### src/rtl/core/sbc_pkg.sv
`default_nettype none
// ----------------------------------------------------------------------------
// sbc_pkg
// Shared widths, register indexes and pipeline word types of the segment
// box clipper.
// ----------------------------------------------------------------------------
package sbc_pkg;

  // Coordinate, difference and parameter formats.
  localparam int CW    = 32;
  localparam int DW    = CW + 1;
  localparam int PF    = 16;
  localparam int QB    = PF + 2;
  localparam int TW    = QB + 1;
  localparam int NW    = DW + PF;
  localparam int RW    = DW + QB;
  localparam int PW    = TW + DW;
  localparam int QIW   = $clog2(QB);
  localparam int NLANE = 4;

  localparam logic signed [TW-1:0] T_ONE = TW'(1 << PF);

  // Configuration register indexes.
  localparam logic [1:0] REG_LEFT   = 2'd0;
  localparam logic [1:0] REG_RIGHT  = 2'd1;
  localparam logic [1:0] REG_TOP    = 2'd2;
  localparam logic [1:0] REG_BOTTOM = 2'd3;

  // One side's division in flight.
  typedef struct packed {
    logic [RW-1:0] rem;
    logic [DW-1:0] den;
    logic [QB-1:0] quo;
    logic          pneg;
    logic          qneg;
    logic          pzero;
    logic          sat;
  } lane_t;

  // Word handed from one divider cell to the next.
  typedef struct packed {
    logic                 vld;
    logic signed [CW-1:0] ax;
    logic signed [CW-1:0] ay;
    logic signed [DW-1:0] dx;
    logic signed [DW-1:0] dy;
    lane_t [NLANE-1:0]    lane;
  } div_word_t;

  // Running clip interval.
  typedef struct packed {
    logic                 ok;
    logic signed [TW-1:0] t0;
    logic signed [TW-1:0] t1;
  } tpair_t;

endpackage
`default_nettype wire

### src/rtl/core/sbc_side_cell.sv
`default_nettype none
// ----------------------------------------------------------------------------
// sbc_side_cell
// Narrows the clip interval against one side of the box.
// ----------------------------------------------------------------------------
module sbc_side_cell (
  input  wire sbc_pkg::lane_t  lane,
  input  wire sbc_pkg::tpair_t t_in,
  output sbc_pkg::tpair_t      t_out
);

  logic [sbc_pkg::QB-1:0]        mag;
  logic signed [sbc_pkg::TW-1:0] r;

  // Signed quotient; a saturated magnitude still orders correctly.
  assign mag = lane.sat ? {sbc_pkg::QB{1'b1}} : lane.quo;
  assign r   = (lane.pneg ^ lane.qneg) ? -$signed({1'b0, mag}) : $signed({1'b0, mag});

  // Entry sides raise t0, exit sides lower t1; a parallel side only keeps or rejects.
  always_comb begin
    t_out = t_in;
    if (t_in.ok) begin
      if (lane.pzero) begin
        t_out.ok = !lane.qneg;
      end else if (!lane.pneg) begin
        if (r < t_in.t0) begin
          t_out.ok = 1'b0;
        end else if (r < t_in.t1) begin
          t_out.t1 = r;
        end
      end else begin
        if (r > t_in.t1) begin
          t_out.ok = 1'b0;
        end else if (r > t_in.t0) begin
          t_out.t0 = r;
        end
      end
    end
  end

endmodule
`default_nettype wire

### config.mk
export PLATFORM = sky130hd
export DESIGN_NAME = sbc_side_cell
export DESIGN_NICKNAME = d
export VERILOG_FILES = /design/src/rtl/core/sbc_pkg.sv /design/src/rtl/core/sbc_side_cell.sv
export SDC_FILE = /design/constraint.sdc
export NUM_CORES = 1
export LEC_CHECK = 0
export BUFFER_PORTS_ARGS = -buffer_cell sky130_fd_sc_hd__buf_4
export CAP_MARGIN = 5
export CORE_MARGIN = 10
export CORE_UTILIZATION = 40
export DETAILED_ROUTE_END_ITERATION = 10
export PLACE_DENSITY = 0.86
export SLEW_MARGIN = 20
export SYNTH_ARGS = -nofsm -noshare
export SYNTH_HDL_FRONTEND = slang
export SYNTH_SLANG_ARGS = --single-unit
### constraint.sdc
create_clock -name vclk -period 6.24
set_clock_uncertainty 0.1 [all_clocks]
set_input_delay 0.624 -clock vclk [all_inputs]
set_output_delay 0.624 -clock vclk [all_outputs]
set_load 0.02 [all_outputs]
; ---- Word level (Yosys, flattened, before mapping)
; Cells that the tools add are included.
[totals]
ff_bits = 0
input_bits = 145
output_inout_bits = 39
elab_cells = 21
[classes]
add_sub_neg = 1
n_lt_le_gt_ge = 4
n_mux = 14
bitwise_logic = 1
n_reduce_logical = 1
[ops]
columns = operator, n
row1 = $mux W19, 7
row2 = $mux W39, 1
row3 = $gt A19 B19 Y1, 2
row4 = $lt A19 B19 Y1, 2
row5 = $mux W38, 1
row6 = $neg A18 Y19, 1
row7 = $mux W18, 1
row8 = $mux W1, 4
row9 = $logic_not A1 Y1, 1
row10 = $xor A1 B1 Y1, 1

; ---- Depth between registers and ports, before layout
[depth]
depth_word = 9
mapped_depth = 20
ltp_nobuf = 16

; ---- Worst setup path after synthesis
; OpenSTA, ideal clock, no wires.
[synth_path]
kind = input to output
startpoint = in lane[0] (netlist name)
endpoint = out t_out[10] (netlist name)
arrival_time_ps = 4732
setup_slack_ps = 784
path_stages = 19
path_buffers = 3
path_cell_list = clkbuf_1 clkbuf_1 or2_2 inv_1 ha_1 nand4b_1 nor3_1 a211oi_1 a31oi_1 o22ai_1 ha_1 nand4_1 nor4_2 o21ai_1 a21oi_1 a41oi_1 nor4_4 buf_6 mux2_2
[synth_lines]
columns = item, line
row1 = from (decl), sbc_side_cell.sv:7  ; input wire sbc_pkg::lane_t lane,
row2 = to (decl), sbc_side_cell.sv:9  ; output sbc_pkg::tpair_t t_out

==> metrics.md <==
| Metric | Value |
|---|---|
| Largest family of logic cells by synthesized area | `adder cells` |
| Proportion of netlist area held by the largest area contributor | `0.243` |
| Dpl ws | `369 ps` |
| Max-slew headroom | `0.388` |
| # rows | `25` |
| Design area | `2880 sq um` |
| Worst Setup Path Type | `primary input to output pin` |
| Adder-cell share of the synthesized area | `0.243` |
| Gr usage total | `0.158` |
| Worst-Margin Slew | `911 ps` |
| ANT nets after route | `0` |
| First-pass GRT wire length | `11300 um` |
| Synth Cell Area | `2000 sq um` |
| Status | `completed` |
| Ys Warns | `0` |
| Placer congestion estimate | `0.884` |
| Area leader, netlist | `ha_1` |
| I/O pin total | `184` |
| Post-synthesis simple-gate area fraction | `0.204` |
| Clkbuf count | `0` |
| Core area | `4790 sq um` |
| Die width | `90.8 um` |
| Clock period minus worst slack | `5880 ps` |
| Distinct cells, synth | `41` |
| Power Total | `0.000276 W` |
| Starting density of the core | `0.419` |
| Final worst setup slack | `363 ps` |
| Worst setup EP type | `output pin` |
| Drt via density | `5.49` |
| Area growth syn-to-layout | `43.6%` |
| Number of global-route vias before repair | `2417` |
| Post-synth top cells | `39 x ha_1, 39 x inv_1, 38 x mux2_2, 31 x a21oi_1, 26 x nor2_1` |
| # port buffers | `100` |
| DR DRC count | `0` |
| Final Hold Viols | `0` |
| Final period utilization | `0.942` |
| DR WL/cell | `16.0 um` |
| Hold Crit Class | `primary input to output pin` |
| Hold endpoint | `t_out[24]` |
| Initial antenna violation count | `0` |
| WL final | `7230 um` |
| Final cell utilization of the core | `0.601` |
| ANT cells | `0` |
| Top cells by area, synth | `ha_1 24%, mux2_2 21%, a21oi_1 7.7%, inv_1 7.3%, nor2_1 4.9%` |
| Post-route setup TNS | `0 ps` |
| Min-Delay Startpoint | `t_in[24]` |
| Layout cells sized above 1 | `0.404` |
| Synth Area in XOR/XNOR | `0.0306` |
| Mapped Cells | `285` |
| Crit start category | `primary input` |
| Die height | `90.8 um` |
| Area after DPL | `2830 sq um` |
| Number of max-cap violations | `0` |
| HPWL Detailed | `6200 um` |
| GRT Residual Overflow | `0` |
| Register area | `0 sq um` |
| Pwr/cell area | `95.8 nW/um^2` |
| Compound-Gate Fraction of Synth Area | `0.207` |
| Syn Area/Cell | `7.03 sq um` |
| Worst vdd ir | `0.0569 mV` |
| Worst Hold Path Cells | `3` |
| Syn_nets | `469` |
| Max Clock Freq | `0.170 GHz` |
| Leakage | `1.45 nW` |
| Final Max Slew Viols | `0` |
| Initial DRC count | `136` |
| Number of sequential cells | `0` |
| Die Footprint | `8240 sq um` |
| Hold_buf cts | `0` |
| Nets@finish | `570` |
| Final setup vio count | `0` |
| Detailed-route via count | `2475` |
| Multiplexer share of the synthesized area | `0.218` |
| Critical path data required time | `5520 ps` |
| Crit path DAT | `5150 ps` |
| Crit path max fanout | `31` |
| Largest net degree at the start of global routing | `32` |
| DRT Pass-1 Iters | `4` |
| Seq/Total Area, Yosys | `0` |
through the flow:
stage,hold slack [ps],instances
floorplan,1300,285
global placement,1490,448
detailed placement,1490,448
CTS,1490,448
global route,1500,451
finish,1490,451
cell usage in the layout, fill, tap and decap left out, drive strengths merged, types with 3 or more instances in the layout:
cell type  count
nand2         19
inv           39
nor2b          3
o21ai         20
nor3          10
xnor2          4
buf          108
o32a           3
nor4           5
a31oi          3
nand3          4
nand4          6
a21oi         31
xor2           3
nor2          26
mux2          38
ha            39
layout make-up:
| class | count | area, sq um |
|---|---|---|
| fill | 474 | 1910 |
| inverter | 39 | 146 |
| multi-input combinational | 237 | 1840 |
| tap | 67 | 83.8 |
| timing repair buffer | 108 | 811 |
worst max-delay path by stage:
| stage | from | end | slack, ps | cells past startpoint |
|---|---|---|---|---|
| 3_3_place_gp | lane[0] | t_out[36] | 420 | 18 |
| 2_1_floorplan | lane[0] | t_out[10] | 780 | 19 |
| 4_1_cts | lane[0] | t_out[29] | 330 | 18 |
| 3_5_place_dp | lane[0] | t_out[29] | 370 | 18 |
| 6_report | lane[0] | t_out[11] | 360 | 19 |
| 5_1_grt | lane[0] | t_out[11] | -30 | 19 |
worst max-delay path, cell delays in order:
cell      delay (ps)
buf_4            200
or2_2            360
inv_1            150
ha_1             220
nand4b_1         270
nor3_2           350
a211oi_1         120
a31oi_1          190
o22ai_1          170
ha_1             360
nand4_1          220
nor4_4           360
o21ai_1          150
a21oi_1          170
a41oi_1          110
nor4_4           330
buf_4            260
mux2_2           370
buf_4            160
layer usage:
metal | up-vias | wire (um) | GRT usage
li1 | 1230 | - | -
met1 | 1108 | 3240 | 0.202
met2 | 127 | 3290 | 0.264
met3 | 10 | 593 | 0.0391
met4 | 0 | 105 | 0.0196
met5 | - | 0 | 0
report_power, final:
| part | internal, W | leakage (nW) | switching, W |
|---|---|---|---|
| Sequential | 0 | 0 | 0 |
| Combinational | 0.000124 | 1.45 | 0.000151 |
| Clock | 0 | 0 | 0 |
logic make-up after synthesis:
family,Yosys count
XOR/XNOR,7
AND/OR/NAND/NOR,81
AO/OA/AOI/OAI,71
buffers and inverters,48
adder cells (fa/ha/maj),39
multiplexers,39
timing repair:
item,4_1_cts,5_1_grt
resized for setup,0,6
setup endpoints to repair,0,38
buffers inserted,0,3
Power figures use the tool's default switching activity.
