### src/rtl/core/sbc_pkg.sv
`default_nettype none
// ----------------------------------------------------------------------------
// sbc_pkg
// Shared widths, register indexes and pipeline word types of the segment
// box clipper.
// ----------------------------------------------------------------------------
package sbc_pkg;

  // Coordinate, difference and parameter formats.
  localparam int CW    = 32;
  localparam int DW    = CW + 1;
  localparam int PF    = 16;
  localparam int QB    = PF + 2;
  localparam int TW    = QB + 1;
  localparam int NW    = DW + PF;
  localparam int RW    = DW + QB;
  localparam int PW    = TW + DW;
  localparam int QIW   = $clog2(QB);
  localparam int NLANE = 4;

  localparam logic signed [TW-1:0] T_ONE = TW'(1 << PF);

  // Configuration register indexes.
  localparam logic [1:0] REG_LEFT   = 2'd0;
  localparam logic [1:0] REG_RIGHT  = 2'd1;
  localparam logic [1:0] REG_TOP    = 2'd2;
  localparam logic [1:0] REG_BOTTOM = 2'd3;

  // One side's division in flight.
  typedef struct packed {
    logic [RW-1:0] rem;
    logic [DW-1:0] den;
    logic [QB-1:0] quo;
    logic          pneg;
    logic          qneg;
    logic          pzero;
    logic          sat;
  } lane_t;

  // Word handed from one divider cell to the next.
  typedef struct packed {
    logic                 vld;
    logic signed [CW-1:0] ax;
    logic signed [CW-1:0] ay;
    logic signed [DW-1:0] dx;
    logic signed [DW-1:0] dy;
    lane_t [NLANE-1:0]    lane;
  } div_word_t;

  // Running clip interval.
  typedef struct packed {
    logic                 ok;
    logic signed [TW-1:0] t0;
    logic signed [TW-1:0] t1;
  } tpair_t;

endpackage
`default_nettype wire

### src/rtl/core/sbc_interp.sv
`default_nettype none
// ----------------------------------------------------------------------------
// sbc_interp
// Scales a parameter product back to coordinates and adds the start point.
// ----------------------------------------------------------------------------
module sbc_interp (
  input  wire logic signed [sbc_pkg::PW-1:0] prod,
  input  wire logic        [sbc_pkg::CW-1:0] base,
  output logic             [sbc_pkg::CW-1:0] pt
);

  logic signed [sbc_pkg::PW-1:0] bias;
  logic signed [sbc_pkg::PW-1:0] sum;
  logic signed [sbc_pkg::PW-1:0] shf;

  // Shift right with truncation toward zero.
  assign bias = prod[sbc_pkg::PW-1] ? sbc_pkg::PW'((1 << sbc_pkg::PF) - 1) : '0;
  assign sum  = prod + bias;
  assign shf  = sum >>> sbc_pkg::PF;
  assign pt   = base + shf[sbc_pkg::CW-1:0];

endmodule
`default_nettype wire

### config.mk
export PLATFORM = sky130hd
export DESIGN_NAME = sbc_interp
export DESIGN_NICKNAME = d
export VERILOG_FILES = /design/src/rtl/core/sbc_pkg.sv /design/src/rtl/core/sbc_interp.sv
export SDC_FILE = /design/constraint.sdc
export NUM_CORES = 1
export LEC_CHECK = 0
export BUFFER_PORTS_ARGS = -buffer_cell sky130_fd_sc_hd__buf_2
export CELL_PAD_IN_SITES_DETAIL_PLACEMENT = 1
export CELL_PAD_IN_SITES_GLOBAL_PLACEMENT = 1
export CORE_MARGIN = 3
export CORE_UTILIZATION = 35
export DETAILED_ROUTE_END_ITERATION = 10
export PLACE_DENSITY = 0.95
export RECOVER_POWER = 50
export SLEW_MARGIN = 30
export SYNTH_ARGS = -nofsm -noshare
export SYNTH_HDL_FRONTEND = slang
export SYNTH_SLANG_ARGS = --single-unit
### constraint.sdc
create_clock -name vclk -period 6
set_clock_uncertainty 0.05 [all_clocks]
set_input_delay 0.9 -clock vclk [all_inputs]
set_output_delay 0.9 -clock vclk [all_outputs]
set_load 0.02 [all_outputs]
# Yosys cells after proc, flatten, opt, wreduce, memory -nomap -nowiden
# Cells that the tools add are included.
[word_totals]
ff_bits = 0
elab_cells = 3
[classes]
mux = 1
add_sub_neg = 2
[ops]
columns = ["cell", "count"]
rows = [
  ["adder 48 x 17 -> 48 bit", 1],
  ["adder 32 bit", 1],
  ["2-to-1 mux 16 bit", 1],
]

# Depth between registers and ports, before layout
[depth]
depth_word = 3
ltp_mapped = 20
ltp_nobuf = 20

# Worst setup path before layout
# Ideal clock, no wire load.
[synth_timing]
path_kind = "input port to output port"
from = "input port prod[10] (netlist bit)"
to = "output port pt[28] (netlist bit)"
slack_ns = 0.122
stages = 18
arrival_ns = 4.928
cell_sequence = "ha_1 -> a21o_1 -> a21o_1 -> a221oi_1 -> or3_1 -> o22a_2 -> nor3_1 -> nand2_1 -> xnor2_1 -> ha_1 -> buf_6 -> a2111oi_1 -> a211oi_2 -> a2111oi_2 -> o31ai_1 -> a21oi_1 -> o21ai_1 -> xor2_1"
[synth_via]
elab_chain_len = 2
[synth_lines]
columns = ["item", "line_no", "rtl"]
rows = [
  ["from (decl)", "sbc_interp.sv:7", "input wire logic signed [sbc_pkg::PW-1:0] prod,"],
  ["adder 48 x 17 -> 48 bit", "sbc_interp.sv:18", "assign sum = prod + bias;"],
  ["adder 32 bit", "sbc_interp.sv:20", "assign pt = base + shf[sbc_pkg::CW-1:0];"],
  ["to (decl)", "sbc_interp.sv:9", "output logic [sbc_pkg::CW-1:0] pt"],
]
# No other way between the ends.

# Worst setup path after layout
[layout_timing]
from = "input port prod[51] (netlist bit)"
to = "output port pt[31] (netlist bit)"
[layout_via]
elab_chain_len = 3
[layout_lines]
columns = ["item", "line_no", "rtl"]
rows = [
  ["2-to-1 mux 16 bit", "sbc_interp.sv:17", "assign bias = prod[sbc_pkg::PW-1] ? sbc_pkg::PW'((1 << sbc_pkg::PF) - 1) : '0;"],
  ["adder 48 x 17 -> 48 bit", "sbc_interp.sv:18", ""],
  ["adder 32 bit", "sbc_interp.sv:20", ""],
]
# No other way between the ends.

==> results.py <==
metrics = {
    "power_and_ir_drop": {
        "p_total_mw": 0.5560,
        "ir_drop_mv": 0.07557,
        "pwr-share-clk_pct": 0,
        "internal-power_mw": 0.2461,
        "seqPwrFrac_pct": 0,
        "power_density_nw_per_um2": 126.6,
        "p_leak_nw": 2.111,
        "switching_power_mw": 0.3099,
        "p_sw_share_pct": 55.74,
        "combPwrFrac_pct": 100.0,
    },
    "placement": {
        "dp_hpwl_um": 9288,
        "dpl_cell_area_sq_um": 3772,
        "io_buffers": 113,
        "gp_congestion": 0.9087,
    },
    "sta": {
        "period_share_pct": 103.2,
        "finalCriticalPeriod_ns": 6.189,
        "rsz0062_at_grt": "yes",
        "slew_headroom_pct": 57.99,
        "fin_ws_ns": -0.1892,
        "setup_viol_count_final": 10,
        "hold_viol": 0,
        "tightest_slew_ns": 0.6235,
        "drv_slew": 0,
        "fmax_mhz": 161.6,
    },
    "synthesis": {
        "synth.top_cell.area_share_pct": 24.24,
        "netlist_top_cells_area": "ha_1, xnor2_1, xor2_1, a21oi_1, nand2_1",
        "synth_nets": 509,
        "synth_cell_types": 53,
        "ys_warn_count": 0,
        "syn_inst": 372,
        "yosysSeqAreaShare_pct": 0,
        "syn_area_sq_um": 2684,
        "ys_top_cells_by_count": "ha_1, nand2_1, xnor2_1, a21oi_1, nor2_1",
        "yosys.area.top_type": "ha_1",
        "syn_avg_cell_area_sq_um": 7.215,
        "yosysMostFrequentCell": "ha_1",
    },
    "grt": {
        "antenna_found_initial": 1,
        "gr-total-overflow": 0,
        "grt_pass1_wl_um": 20610,
        "grt_pass1_vias": 4193,
        "track_usage_pct": 29.25,
        "grt_max_degree": 8,
    },
    "final_layout": {
        "fin_util_pct": 59.92,
        "seq_area_sq_um": 0,
        "nClkBuffers": 0,
        "seq_cells": 0,
        "drive_gt1_share_pct": 42.65,
        "fin_area_sq_um": 4393,
        "nNetsFinal": 697,
        "syn_to_final_growth_pct": 63.68,
    },
    "routing": {
        "avgViaCountPerCell": 5.810,
        "ant_nets": 0,
        "wl_per_cell_um": 20.48,
        "wirelength_um": 13480,
        "drtIter0Drc": 113,
        "drcViolationCount": 0,
        "firstDrtPassIters": 4,
        "via_count": 3823,
    },
    "critical_path": {
        "end_kind": "output pin",
        "criticalPathCategory": "in -> out",
        "critPathMaxFanout": 5,
        "cp-start-kind": "input port",
        "cp.arrival_ns": 5.24,
        "worstPathRequired_ns": 5.05,
    },
    "floorplan": {
        "row_count": 31,
        "die_y_um": 93.57,
        "io_pins": 116,
        "die_w_um": 93.57,
        "core-area_sq_um": 7331,
        "start_util_pct": 36.61,
        "die_area_sq_um": 8754,
    },
    "outcome": {
        "status": "finished with violations",
        "violations": "setup timing",
    },
    "worst_hold_path": {
        "min_path_cells": 3,
        "min_to": "pt[0]",
        "hp-class": "in -> out",
        "hp-start": "base[0]",
    },
    "clocking": {
        "cts_hold_buffers": 0,
    },
    "run": {
        "cap_violations": 0,
    },
}
==> critical path, cell delays in order <==
cell      delay, ns
buf_12         0.12
ha_4           0.25
a21o_1         0.11
a21o_1         0.16
a221oi_2       0.09
or3_4          0.39
o22a_4         0.21
nor3_2         0.18
buf_4          0.14
buf_4          0.12
nand3_1        0.11
xnor2_1        0.18
ha_1           0.33
buf_4          0.13
nand2_1        0.07
o211ai_1       0.20
a221o_1        0.20
a31oi_1        0.06
buf_4          0.16
o211ai_1       0.39
nand2_1        0.15
o211a_1        0.28
xnor2_1        0.15
buf_4          0.16
==> how the worst max path moves through the flow <==
stage | startpoint | endpoint | slack, ns
CTS | prod[51] | pt[28] | -0.05
global route | prod[51] | pt[31] | -0.33
global placement | prod[51] | pt[29] | -0.22
floorplan | prod[10] | pt[28] | 0.12
finish | prod[51] | pt[31] | -0.19
detailed placement | prod[51] | pt[28] | -0.37
==> logic make-up (layout without fill, tap and decap cells) <==
logic type	count (synthesis)	in the layout	share of synthesized area, %
compound gates	113	113	28.76
xor+xnor	57	57	18.60
other cells	0	1	0
fa+ha+maj	53	53	24.99
buf+inv	19	205	3.030
simple gates	130	130	24.62
==> per-stage QoR <==
stage	setup TNS [ns]	std cells	hold WS, ns	setup WS [ns]
floorplan	0	372	1.960	0.1219
global placement	-1.459	636	2.092	-0.2183
detailed placement	-3.103	636	2.104	-0.3702
CTS	-0.05864	654	2.105	-0.05259
global route	-3.545	658	2.193	-0.3344
finish	-1.265	658	2.176	-0.1892
==> cells in the final DEF, fill, tap and decap left out, types with 9 or more instances in the layout <==
cell	n
buf_2	93
clkbuf_1	9
xor2_1	17
xnor2_1	36
buf_4	81
o21a_1	9
a21o_1	18
nand2_1	37
nand3_1	13
a21oi_1	25
ha_1	40
ha_4	12
nor2_1	19
inv_1	14
o21ai_0	11
==> power groups by stage <==
stage / logic (mW) / registers (mW) / clock network [mW]
CTS: 0.516 / 0 / 0
global placement: 0.439 / 0 / 0
global route: 0.595 / 0 / 0.0000000223
floorplan: 0.278 / 0 / 0
detailed placement: 0.463 / 0 / 0
finish: 0.556 / 0 / 0.0000000224
==> final cells by class <==
type                       count  area, sq um
tap                           99        123.9
multi-input combinational    353         2992
fill                         931         2938
antenna                        1        2.502
inverter                      14        52.55
timing repair buffer         191         1222
==> metal layers <==
metal	part of all wire, %	global-route usage (%)	vias up
met5	0	0	-
met4	5.3	12.52	0
met3	3.9	2.092	57
met2	55	60.93	159
met1	35	28.80	1845
li1	-	-	1762
==> timing repair <==
item,in CTS,in global routing
pin swaps,48,24
gates cloned,1,0
setup buffers,17,4
gates resized for setup,60,23
endpoints found under the setup margin,14,18
No activity file was read; power rests on OpenSTA's default activity.
