<file path="config.mk">
export PLATFORM = sky130hd
export DESIGN_NAME = sbc_div_cell
export DESIGN_NICKNAME = d
export VERILOG_FILES = /design/src/rtl/core/sbc_pkg.sv /design/src/rtl/core/sbc_div_cell.sv
export SDC_FILE = /design/constraint.sdc
export NUM_CORES = 1
export LEC_CHECK = 0
export BUFFER_PORTS_ARGS = -buffer_cell sky130_fd_sc_hd__buf_2
export CAP_MARGIN = 10
export CORE_AREA = 2 2 432 434
export DETAILED_ROUTE_END_ITERATION = 16
export DIE_AREA = 0 0 434 436
export PLACE_DENSITY = 0.48
export SLEW_MARGIN = 20
export SYNTH_ARGS = -nofsm -noshare
export SYNTH_HDL_FRONTEND = slang
export SYNTH_SLANG_ARGS = --single-unit
export TNS_END_PERCENT = 100
</file>
<file path="constraint.sdc">
create_clock -name clk -period 17.5 [get_ports clk]
set_clock_uncertainty 0.2 [all_clocks]
set_input_delay 5.25 -clock clk [delete_from_list [all_inputs] [get_ports clk]]
set_output_delay 5.25 -clock clk [all_outputs]
set_load 0.02 [all_outputs]
</file>
<file path="src/rtl/core/sbc_pkg.sv">
`default_nettype none
// ----------------------------------------------------------------------------
// sbc_pkg
// Shared widths, register indexes and pipeline word types of the segment
// box clipper.
// ----------------------------------------------------------------------------
package sbc_pkg;

  // Coordinate, difference and parameter formats.
  localparam int CW    = 32;
  localparam int DW    = CW + 1;
  localparam int PF    = 16;
  localparam int QB    = PF + 2;
  localparam int TW    = QB + 1;
  localparam int NW    = DW + PF;
  localparam int RW    = DW + QB;
  localparam int PW    = TW + DW;
  localparam int QIW   = $clog2(QB);
  localparam int NLANE = 4;

  localparam logic signed [TW-1:0] T_ONE = TW'(1 << PF);

  // Configuration register indexes.
  localparam logic [1:0] REG_LEFT   = 2'd0;
  localparam logic [1:0] REG_RIGHT  = 2'd1;
  localparam logic [1:0] REG_TOP    = 2'd2;
  localparam logic [1:0] REG_BOTTOM = 2'd3;

  // One side's division in flight.
  typedef struct packed {
    logic [RW-1:0] rem;
    logic [DW-1:0] den;
    logic [QB-1:0] quo;
    logic          pneg;
    logic          qneg;
    logic          pzero;
    logic          sat;
  } lane_t;

  // Word handed from one divider cell to the next.
  typedef struct packed {
    logic                 vld;
    logic signed [CW-1:0] ax;
    logic signed [CW-1:0] ay;
    logic signed [DW-1:0] dx;
    logic signed [DW-1:0] dy;
    lane_t [NLANE-1:0]    lane;
  } div_word_t;

  // Running clip interval.
  typedef struct packed {
    logic                 ok;
    logic signed [TW-1:0] t0;
    logic signed [TW-1:0] t1;
  } tpair_t;

endpackage
`default_nettype wire

</file>
<file path="src/rtl/core/sbc_div_cell.sv">
`default_nettype none
// ----------------------------------------------------------------------------
// sbc_div_cell
// One restoring division step for all four sides, registered toward the
// next cell together with the rest of the word.
// ----------------------------------------------------------------------------
module sbc_div_cell (
  input  wire logic                   clk,
  input  wire logic                   rst_n,
  input  wire logic                   adv,
  input  wire logic [sbc_pkg::QIW-1:0] bit_idx,
  input  wire sbc_pkg::div_word_t     w_in,
  output sbc_pkg::div_word_t          w_out
);

  sbc_pkg::div_word_t w_nxt;
  sbc_pkg::div_word_t w_r;

  // Trial subtract of the shifted divisor; the quotient bit shifts in low.
  always_comb begin
    logic [sbc_pkg::RW-1:0] sh;
    logic                   ge;
    w_nxt = w_in;
    for (int l = 0; l < sbc_pkg::NLANE; l++) begin
      sh = sbc_pkg::RW'(w_in.lane[l].den) << bit_idx;
      ge = (w_in.lane[l].rem >= sh);
      if (ge) begin
        w_nxt.lane[l].rem = w_in.lane[l].rem - sh;
      end
      w_nxt.lane[l].quo = {w_in.lane[l].quo[sbc_pkg::QB-2:0], ge};
    end
  end

  // Pipeline register; only the valid flag is reset.
  always_ff @(posedge clk) begin
    if (!rst_n) begin
      w_r.vld <= 1'b0;
    end else if (adv) begin
      w_r <= w_nxt;
    end
  end

  assign w_out = w_r;

endmodule
`default_nettype wire

</file>
Yosys cells after proc, flatten, opt, wreduce, memory -nomap -nowiden
Cells that the tools add are included.

Add/subtract/negate cells: 4. Magnitude comparators: 4. Shifts and indexed selects: 4. Multiplexer cells: 4. Reductions and logical operators: 1.

Operator list (number): greater-or-equal comparator 51 bit (4); two-way mux 51 bit (4); left shift 33 x 5 -> 51 bit (4); subtractor 51 bit (4); AND reduction 2 bit (1).

Register bits: 555. Bits of input ports: 563. Output and inout bits: 555. Word-level logic and storage cells: 50.

Depth between registers and ports, before layout
Gate-level depths: netlist of the first run.

Depth in word-level cells: 3. Mapped depth: 25. Mapped depth without buffers: 20.

Least setup slack after synthesis of the first run
Ideal clock, no wire load.

Path type: input to register. Start point: in adv. End point: reg w_r, in the netlist w_out[0] (enable). Setup time: 989 ps. Data arrival time: 17677 ps. Required time: 16311 ps. Slack: -1366 ps. Cell stages on the path: 1. Buffers on the path: 0. Cell sequence: and2_1.

Cells in the longest elaborated chain, start to end: 1.

RTL lines: start: declaration (RTL line sbc_div_cell.sv:10) `input wire logic adv,`; AND reduction 2 bit (no source line); end signal: assignment (RTL line sbc_div_cell.sv:39) `w_r <= w_nxt;`; end: declaration (RTL line sbc_div_cell.sv:17) `sbc_pkg::div_word_t w_r;`.

No other way between the ends. A chain may end at the register's enable or synchronous reset.

==> results of run 1 <==
[metal layers]
metal | GRT usage (%) | vias up | share of wire [%]
met1 | 23.4 | 17600 | 38
met3 | 3.45 | 285 | 5.6
li1 | - | 16500 | -
met4 | 11.9 | 24 | 5.7
met2 | 36.7 | 1426 | 51
met5 | 0 | - | 0.079
[critical path, stage by stage]
cell      delay (ns)
buf_6           0.21
inv_2           0.49
buf_4           0.44
nand2_1         0.23
buf_4           0.27
nor2_2          0.40
buf_4           0.28
nand2_1         0.11
a21oi_1         0.32
nand2_1         0.16
ha_1            0.41
nand4_1         0.18
nor2_1          0.08
a211oi_1        0.54
o21a_1          0.36
o21ai_1         0.25
a41oi_2         0.37
o21ba_4         0.49
clkinv_2        0.81
and2_1          0.46
a211oi_1        0.24
[final cells by class]
class                   count  area (um2)
flip-flops and latches    555       16700
well taps                2480        3100
diodes                     30        75.1
repair buffers           1144        5850
clock inverters            44         477
fillers                 20000      136000
clock buffers              87        1900
multi-input cells        3011       20500
inverters                  75         293
[worst max path at each step]
| stage | from | to |
|---|---|---|
| detailed placement | bit_idx[1] | w_out[178] |
| finish | bit_idx[1] | w_out[104] |
| global placement | bit_idx[1] | w_out[168] |
| global route | bit_idx[1] | w_out[104] |
| CTS | bit_idx[1] | w_out[182] |
| floorplan | rst_n | w_out[0] |
[logic make-up after synthesis]
family | after synthesis | share of synthesized area (%)
fa+ha+maj | 216 | 7.12
buf+inv | 302 | 3.34
simple gates | 1185 | 13.4
flops | 555 | 43.4
xor+xnor | 187 | 4.27
compound gates | 1179 | 19.5
mux | 244 | 8.99
[through the flow]
stage | setup WS (ns) | cells
after floorplan | 4.81 | 3868
after global placement | 4.58 | 7264
after global routing | 4.83 | 7418
final | 5.36 | 7426
after detailed placement | 4.56 | 7264
after CTS | 5.33 | 7395
[cells in the final DEF (no fill, tap or decap), types with 11 or more instances in the layout]
cell,instances
or2_2,11
edfxtp_1,554
and2_1,19
ha_1,212
a211oi_1,42
diode_2,30
nand2_1,498
a21oi_1,398
o21bai_1,43
o21ai_1,52
o31ai_1,15
a221oi_1,17
nand2b_1,34
a21oi_2,31
mux2_2,44
buf_4,31
mux2_4,16
xor2_1,78
buf_2,1108
nor2_1,350
nor3_1,54
mux4_2,69
clkinv_1,11
mux2i_1,106
o22a_1,18
nor2b_1,40
clkbuf_16,74
nand3_1,60
and3_1,17
a41oi_1,11
nand4_1,57
o21ai_0,222
o211ai_1,16
a31oi_1,48
xnor2_1,109
inv_1,69
a21o_1,154
clkbuf_1,13
[where the power goes]
group          internal (mW)  switching [mW]  leakage [nW]
clock network          0.887           0.656          1.15
registers               1.63          0.0376          5.22
logic                  0.596            1.15          13.5
==> key figures, run 1 <==
Outcome
  • Status: completed

Synth
  • Seq/Total Area, Yosys: 43.4%
  • Top cells by count, synth: edfxtp_1, nand2_1, a21oi_1
  • Number of synthesized flops with an enable pin: 554
  • Syn. warnings: 0
  • Post-synth top area share: 43.3%
  • Syn Nets: 4647
  • Asr flop ratio synth: 0%
  • Syn_area_per_cell: 9.93 um2
  • Cell taking the most area after synthesis: edfxtp_1
  • Synth unique cells: 92
  • Synthesized area: 38400 um2
  • Cells after synthesis: 3868
  • Yosys reg bits: 555
  • Main flop type after synthesis: edfxtp_1
  • Count leader, synth: edfxtp_1
  • Synth area leaders: edfxtp_1, ha_1, a21oi_1

STA
  • Post-layout min period: 12.14 ns
  • Final Hold Fails: 0
  • TNS Setup: 0 ns
  • Ratio of final minimum period to clock period: 69.4%
  • RSZ-0062 raised after global routing: false
  • Slew Limit Fails: 0
  • Slew at the pin closest to its max-slew limit: 1.10 ns
  • Slew HR: 26.4%
  • Final setup fails: 0
  • Hold WS: 0.326 ns
  • Maximum clock frequency: 82.4 MHz

Route
  • TritonRoute pass-1 iters: 8
  • Total wire length: 205000 um
  • Antenna Nets Post-Route: 0
  • # DRC: 0
  • WL/cell: 27.6 um
  • Via count: 35800
  • Initial DRC count: 3063
  • Vias per cell: 4.82

Worst hold path
  • Worst hold path class: reg2reg
  • Hold depth: 2
  • HP Start: w_out[554]
  • Hold EP: w_out[554]

Place
  • Routability cong.: 0.921
  • I/O Buffers: 1113
  • Placed Area: 46400 um2
  • DP HPWL: 169000 um

Setup path
  • Crit path max fanout: 72
  • Critical Path End Type: flip-flop
  • Reg2reg end: w_out[554]
  • CP arrival: 12.45 ns
  • Critical path class: in2reg
  • Reg2Reg Depth: 2
  • CP required: 17.81 ns
  • Nature of the critical path startpoint: primary input
  • Reg2reg start: w_out[554]
  • Reg2Reg Setup Slack: 16.71 ns

Final layout
  • Max FFs per register: 555
  • Cell area after layout: 48900 um2
  • Nets@finish: 5638
  • P&R area growth vs syn: 27.3%
  • Layout cell share with drive strength beyond 1: 29.9%
  • Fin util: 26.5%

Die
  • I/O pins: 1118
  • Chip width: 434 um
  • Die Footprint: 189000 um2
  • Core area: 185000 um2
  • Placement Rows: 158
  • Die Y-Extent: 436 um
  • Initial Util: 20.8%

CTS
  • Clock root buffer: clkbuf_16
  • Total CTS buffers: 72
  • Worst-skew pair later-pin latency: 0.68 ns
  • Postcts setup bufs: 0
  • TritonCTS clock tree: yes
  • Post-CTS sizing: 0
  • Hold buffers post-CTS: 0
  • Clk buf depth: 3
  • # H-tree levels: 3
  • Clock-pin transition on the worst setup and hold timing paths: 0.06 ns
  • Clk sinks: 555

Power
  • Pwr dens: 101 nW/um2
  • Worst VDD drop: 0.0613 mV
  • LEAKAGE: 19.9 nW
  • Final Power: 4.95 mW

Run
  • Maxcap violations: 0

Global route
  • Vias in the first global route: 34600
  • Initial antenna violation count: 52
  • First-pass GRT wire length: 276000 um
  • Global route overflow: 0
  • Largest net degree at the start of global routing: 160
  • Gr usage total: 20.8%
Note: power is estimated with default switching activity, not from simulation.
==> inputs of run 2 (changes only) <==
--- a/config.mk
+++ b/config.mk
@@ -5,12 +5,13 @@
 export SDC_FILE = /design/constraint.sdc
 export NUM_CORES = 1
 export LEC_CHECK = 0
+export ABC_AREA = 1
 export BUFFER_PORTS_ARGS = -buffer_cell sky130_fd_sc_hd__buf_2
 export CAP_MARGIN = 10
-export CORE_AREA = 2 2 432 434
+export CORE_AREA = 2 2 433 435
 export DETAILED_ROUTE_END_ITERATION = 16
-export DIE_AREA = 0 0 434 436
-export PLACE_DENSITY = 0.48
+export DIE_AREA = 0 0 435 437
+export PLACE_DENSITY = 0.53
 export SLEW_MARGIN = 20
 export SYNTH_ARGS = -nofsm -noshare
 export SYNTH_HDL_FRONTEND = slang
==> constraint.sdc (replaced) <==
create_clock -name clk -period 9.9 [get_ports clk]
set_clock_uncertainty 0.2 [all_clocks]
set_input_delay 2.97 -clock clk [delete_from_list [all_inputs] [get_ports clk]]
set_output_delay 2.97 -clock clk [all_outputs]
set_load 0.02 [all_outputs]
==> run 2 against run 1 <==
  * Core utilization increased by 4.1 points
  * Critical path depth increased by 1
  * Die area rose by 0.46%
  * First-iteration DRC count is 33% higher
  * Sequential share of layout area shrank 4.7 points
  * Combinational power increased by 110%
  * Hold slack improved by 0.016 ns
  * Register-to-register slack worse by 7.6 ns
  * Sequential power rose by 78%
  * Highest routed layer unchanged
==> key figures, run 2 <==
Outcome
  • Status: completed

Setup path
  • CP arrival: 8.60 ns
  • Critical path class: in2reg
  • Crit path max fanout: 79
  • Slowest cell on the critical path: nand3_4
  • CP required: 10.13 ns
  • Nature of the critical path startpoint: primary input
  • WP depth: 22
  • Reg2reg start: w_out[554]
  • Critical path cell sequence: buf_6 -> inv_4 -> buf_12 -> nand2_1 -> nand2_1 -> o21ai_0 -> o21ai_0 -> o21ai_0 -> nor2_1 -> a21oi_1 -> ha_1 -> nand2_1 -> inv_1 -> nand2_1 -> nand2_1 -> inv_1 -> nand2_1 -> nand3b_2 -> nand2_2 -> nand3_4 -> nand3_1 -> nand2_1
  • Max stage delay on crit path: 0.87 ns
  • CP Buf/Inv Count: 5
  • Reg2Reg Setup Slack: 9.08 ns
  • Crit path launch: bit_idx[0]
  • Reg2reg end: w_out[554]
  • Critical Path End Type: flip-flop
  • CP most frequent cell: nand2_1
  • CP Capture Point: w_out[205]
  • Crit path max-delay family: simple AND/OR/NAND/NOR gates
  • Reg2Reg Depth: 2

STA
  • Slew at the pin closest to its max-slew limit: 1.06 ns
  • TNS Setup: 0 ns
  • Maximum clock frequency: 120 MHz
  • Slew HR: 29.5%
  • Hold WS: 0.341 ns
  • RSZ-0062 raised after global routing: false
  • Final Hold Fails: 0
  • Final setup fails: 0
  • Ratio of final minimum period to clock period: 84.5%
  • Post-layout min period: 8.37 ns
  • Slew Limit Fails: 0

Die
  • Initial Util: 24.8%
  • Die Footprint: 190000 um2
  • Core area: 185000 um2
  • I/O pins: 1118
  • Placement Rows: 158
  • Die Y-Extent: 437 um
  • Chip width: 435 um

Final layout
  • Max FFs per register: 555
  • Layout cell share with drive strength beyond 1: 19.0%
  • Nets@finish: 8608
  • P&R area growth vs syn: 23.2%
  • Commonest cells after routing, fill and taps aside: nand2_1, buf_2, inv_1, edfxtp_1, o21ai_0
  • Cell area after layout: 56600 um2
  • Most common cell after layout, fill and taps aside: nand2_1
  • Non-filler cells, final: 10400
  • Fin util: 30.6%

Synth
  • Syn Nets: 7586
  • Main flop type after synthesis: edfxtp_1
  • Synth area leaders: edfxtp_1, nand2_1, inv_1
  • Asr flop ratio synth: 0%
  • Top cells by count, synth: nand2_1, inv_1, edfxtp_1
  • Number of synthesized flops with an enable pin: 554
  • Count leader, synth: nand2_1
  • Synth unique cells: 48
  • Cells after synthesis: 6807
  • Yosys reg bits: 555
  • Syn_area_per_cell: 6.75 um2
  • Post-synth top area share: 36.2%
  • Seq/Total Area, Yosys: 36.2%
  • Cell taking the most area after synthesis: edfxtp_1
  • Syn. warnings: 0
  • Synthesized area: 46000 um2

Global route
  • Global route overflow: 0
  • Largest net degree at the start of global routing: 173
  • Gr usage total: 26.9%
  • Initial antenna violation count: 52
  • Vias in the first global route: 46200
  • First-pass GRT wire length: 361000 um

CTS
  • # H-tree levels: 3
  • TritonCTS clock tree: yes
  • Clock-pin transition on the worst setup and hold timing paths: 0.06 ns
  • Total CTS buffers: 70
  • Post-CTS sizing: 0
  • Clk sinks: 555
  • Clk buf depth: 3
  • Clock root buffer: clkbuf_16
  • Hold buffers post-CTS: 0
  • Worst-skew pair later-pin latency: 0.71 ns
  • Postcts setup bufs: 0

Route
  • Via count: 48800
  • Initial DRC count: 4085
  • Antenna Nets Post-Route: 0
  • TritonRoute pass-1 iters: 5
  • # DRC: 0
  • Vias per cell: 4.70
  • WL/cell: 25.6 um
  • Total wire length: 266000 um

Place
  • DP HPWL: 227000 um
  • Placed insts: 10200
  • I/O Buffers: 1113
  • Routability cong.: 0.982
  • Placed Area: 54200 um2

Run
  • Maxcap violations: 0

Power
  • Pwr dens: 163 nW/um2
  • LEAKAGE: 28.6 nW
  • Worst VDD drop: 0.120 mV

Worst hold path
  • Worst hold path class: reg2reg
[run 2: worst min-delay path: cells and delay by family (launching register included)]
kind / cells / cell delay [ns]
AOI/OAI and AO/OA: 2 / 0.19
DFF: 1 / 0.31
[run 2: cells by family after synthesis]
group / share of synthesized area [%]
flops: 36.2
compound gates: 7.93
buf+inv: 11.5
xor+xnor: 2.19
simple gates: 35.9
fa+ha+maj: 5.94
mux: 0.283
[run 2: layer usage]
layer	part of all wire [%]	track usage (%)
met1	39	31.3
met2	49	46.9
met3	5.2	3.71
met4	6.9	16.5
met5	0.044	0
[run 2: worst min path at each step]
stage	slack, ns	depth (start not counted)	start	to
after floorplan	0.41	2	w_out[554]	w_out[554]
after detailed placement	0.34	2	w_out[554]	w_out[554]
final	0.34	2	w_out[554]	w_out[554]
after global placement	0.32	2	w_out[554]	w_out[554]
after CTS	0.35	2	w_out[554]	w_out[554]
after global routing	0.42	2	w_out[554]	w_out[554]
[run 2: through the flow]
| step | worst slack (ns) | power, mW |
|---|---|---|
| floorplan | -2.04 | 5.12 |
| global placement | 0.959 | 6.57 |
| detailed placement | 0.964 | 6.57 |
| CTS | 1.71 | 9.31 |
| global route | 1.08 | 9.72 |
| finish | 1.53 | 9.24 |
[run 2: final cells by class]
type	count	area [um2]
repair buffers	1159	6060
flip-flops and latches	555	16700
diodes	42	105
multi-input cells	4890	24100
clock buffers	87	1840
inverters	1153	4340
clock inverters	36	488
fillers	20900	128000
well taps	2480	3100
[run 2: power by group]
| part | switching (mW) | internal [mW] |
|---|---|---|
| logic | 2.57 | 0.999 |
| registers | 0.0944 | 2.88 |
| clock network | 1.17 | 1.52 |
| total | 3.84 | 5.40 |
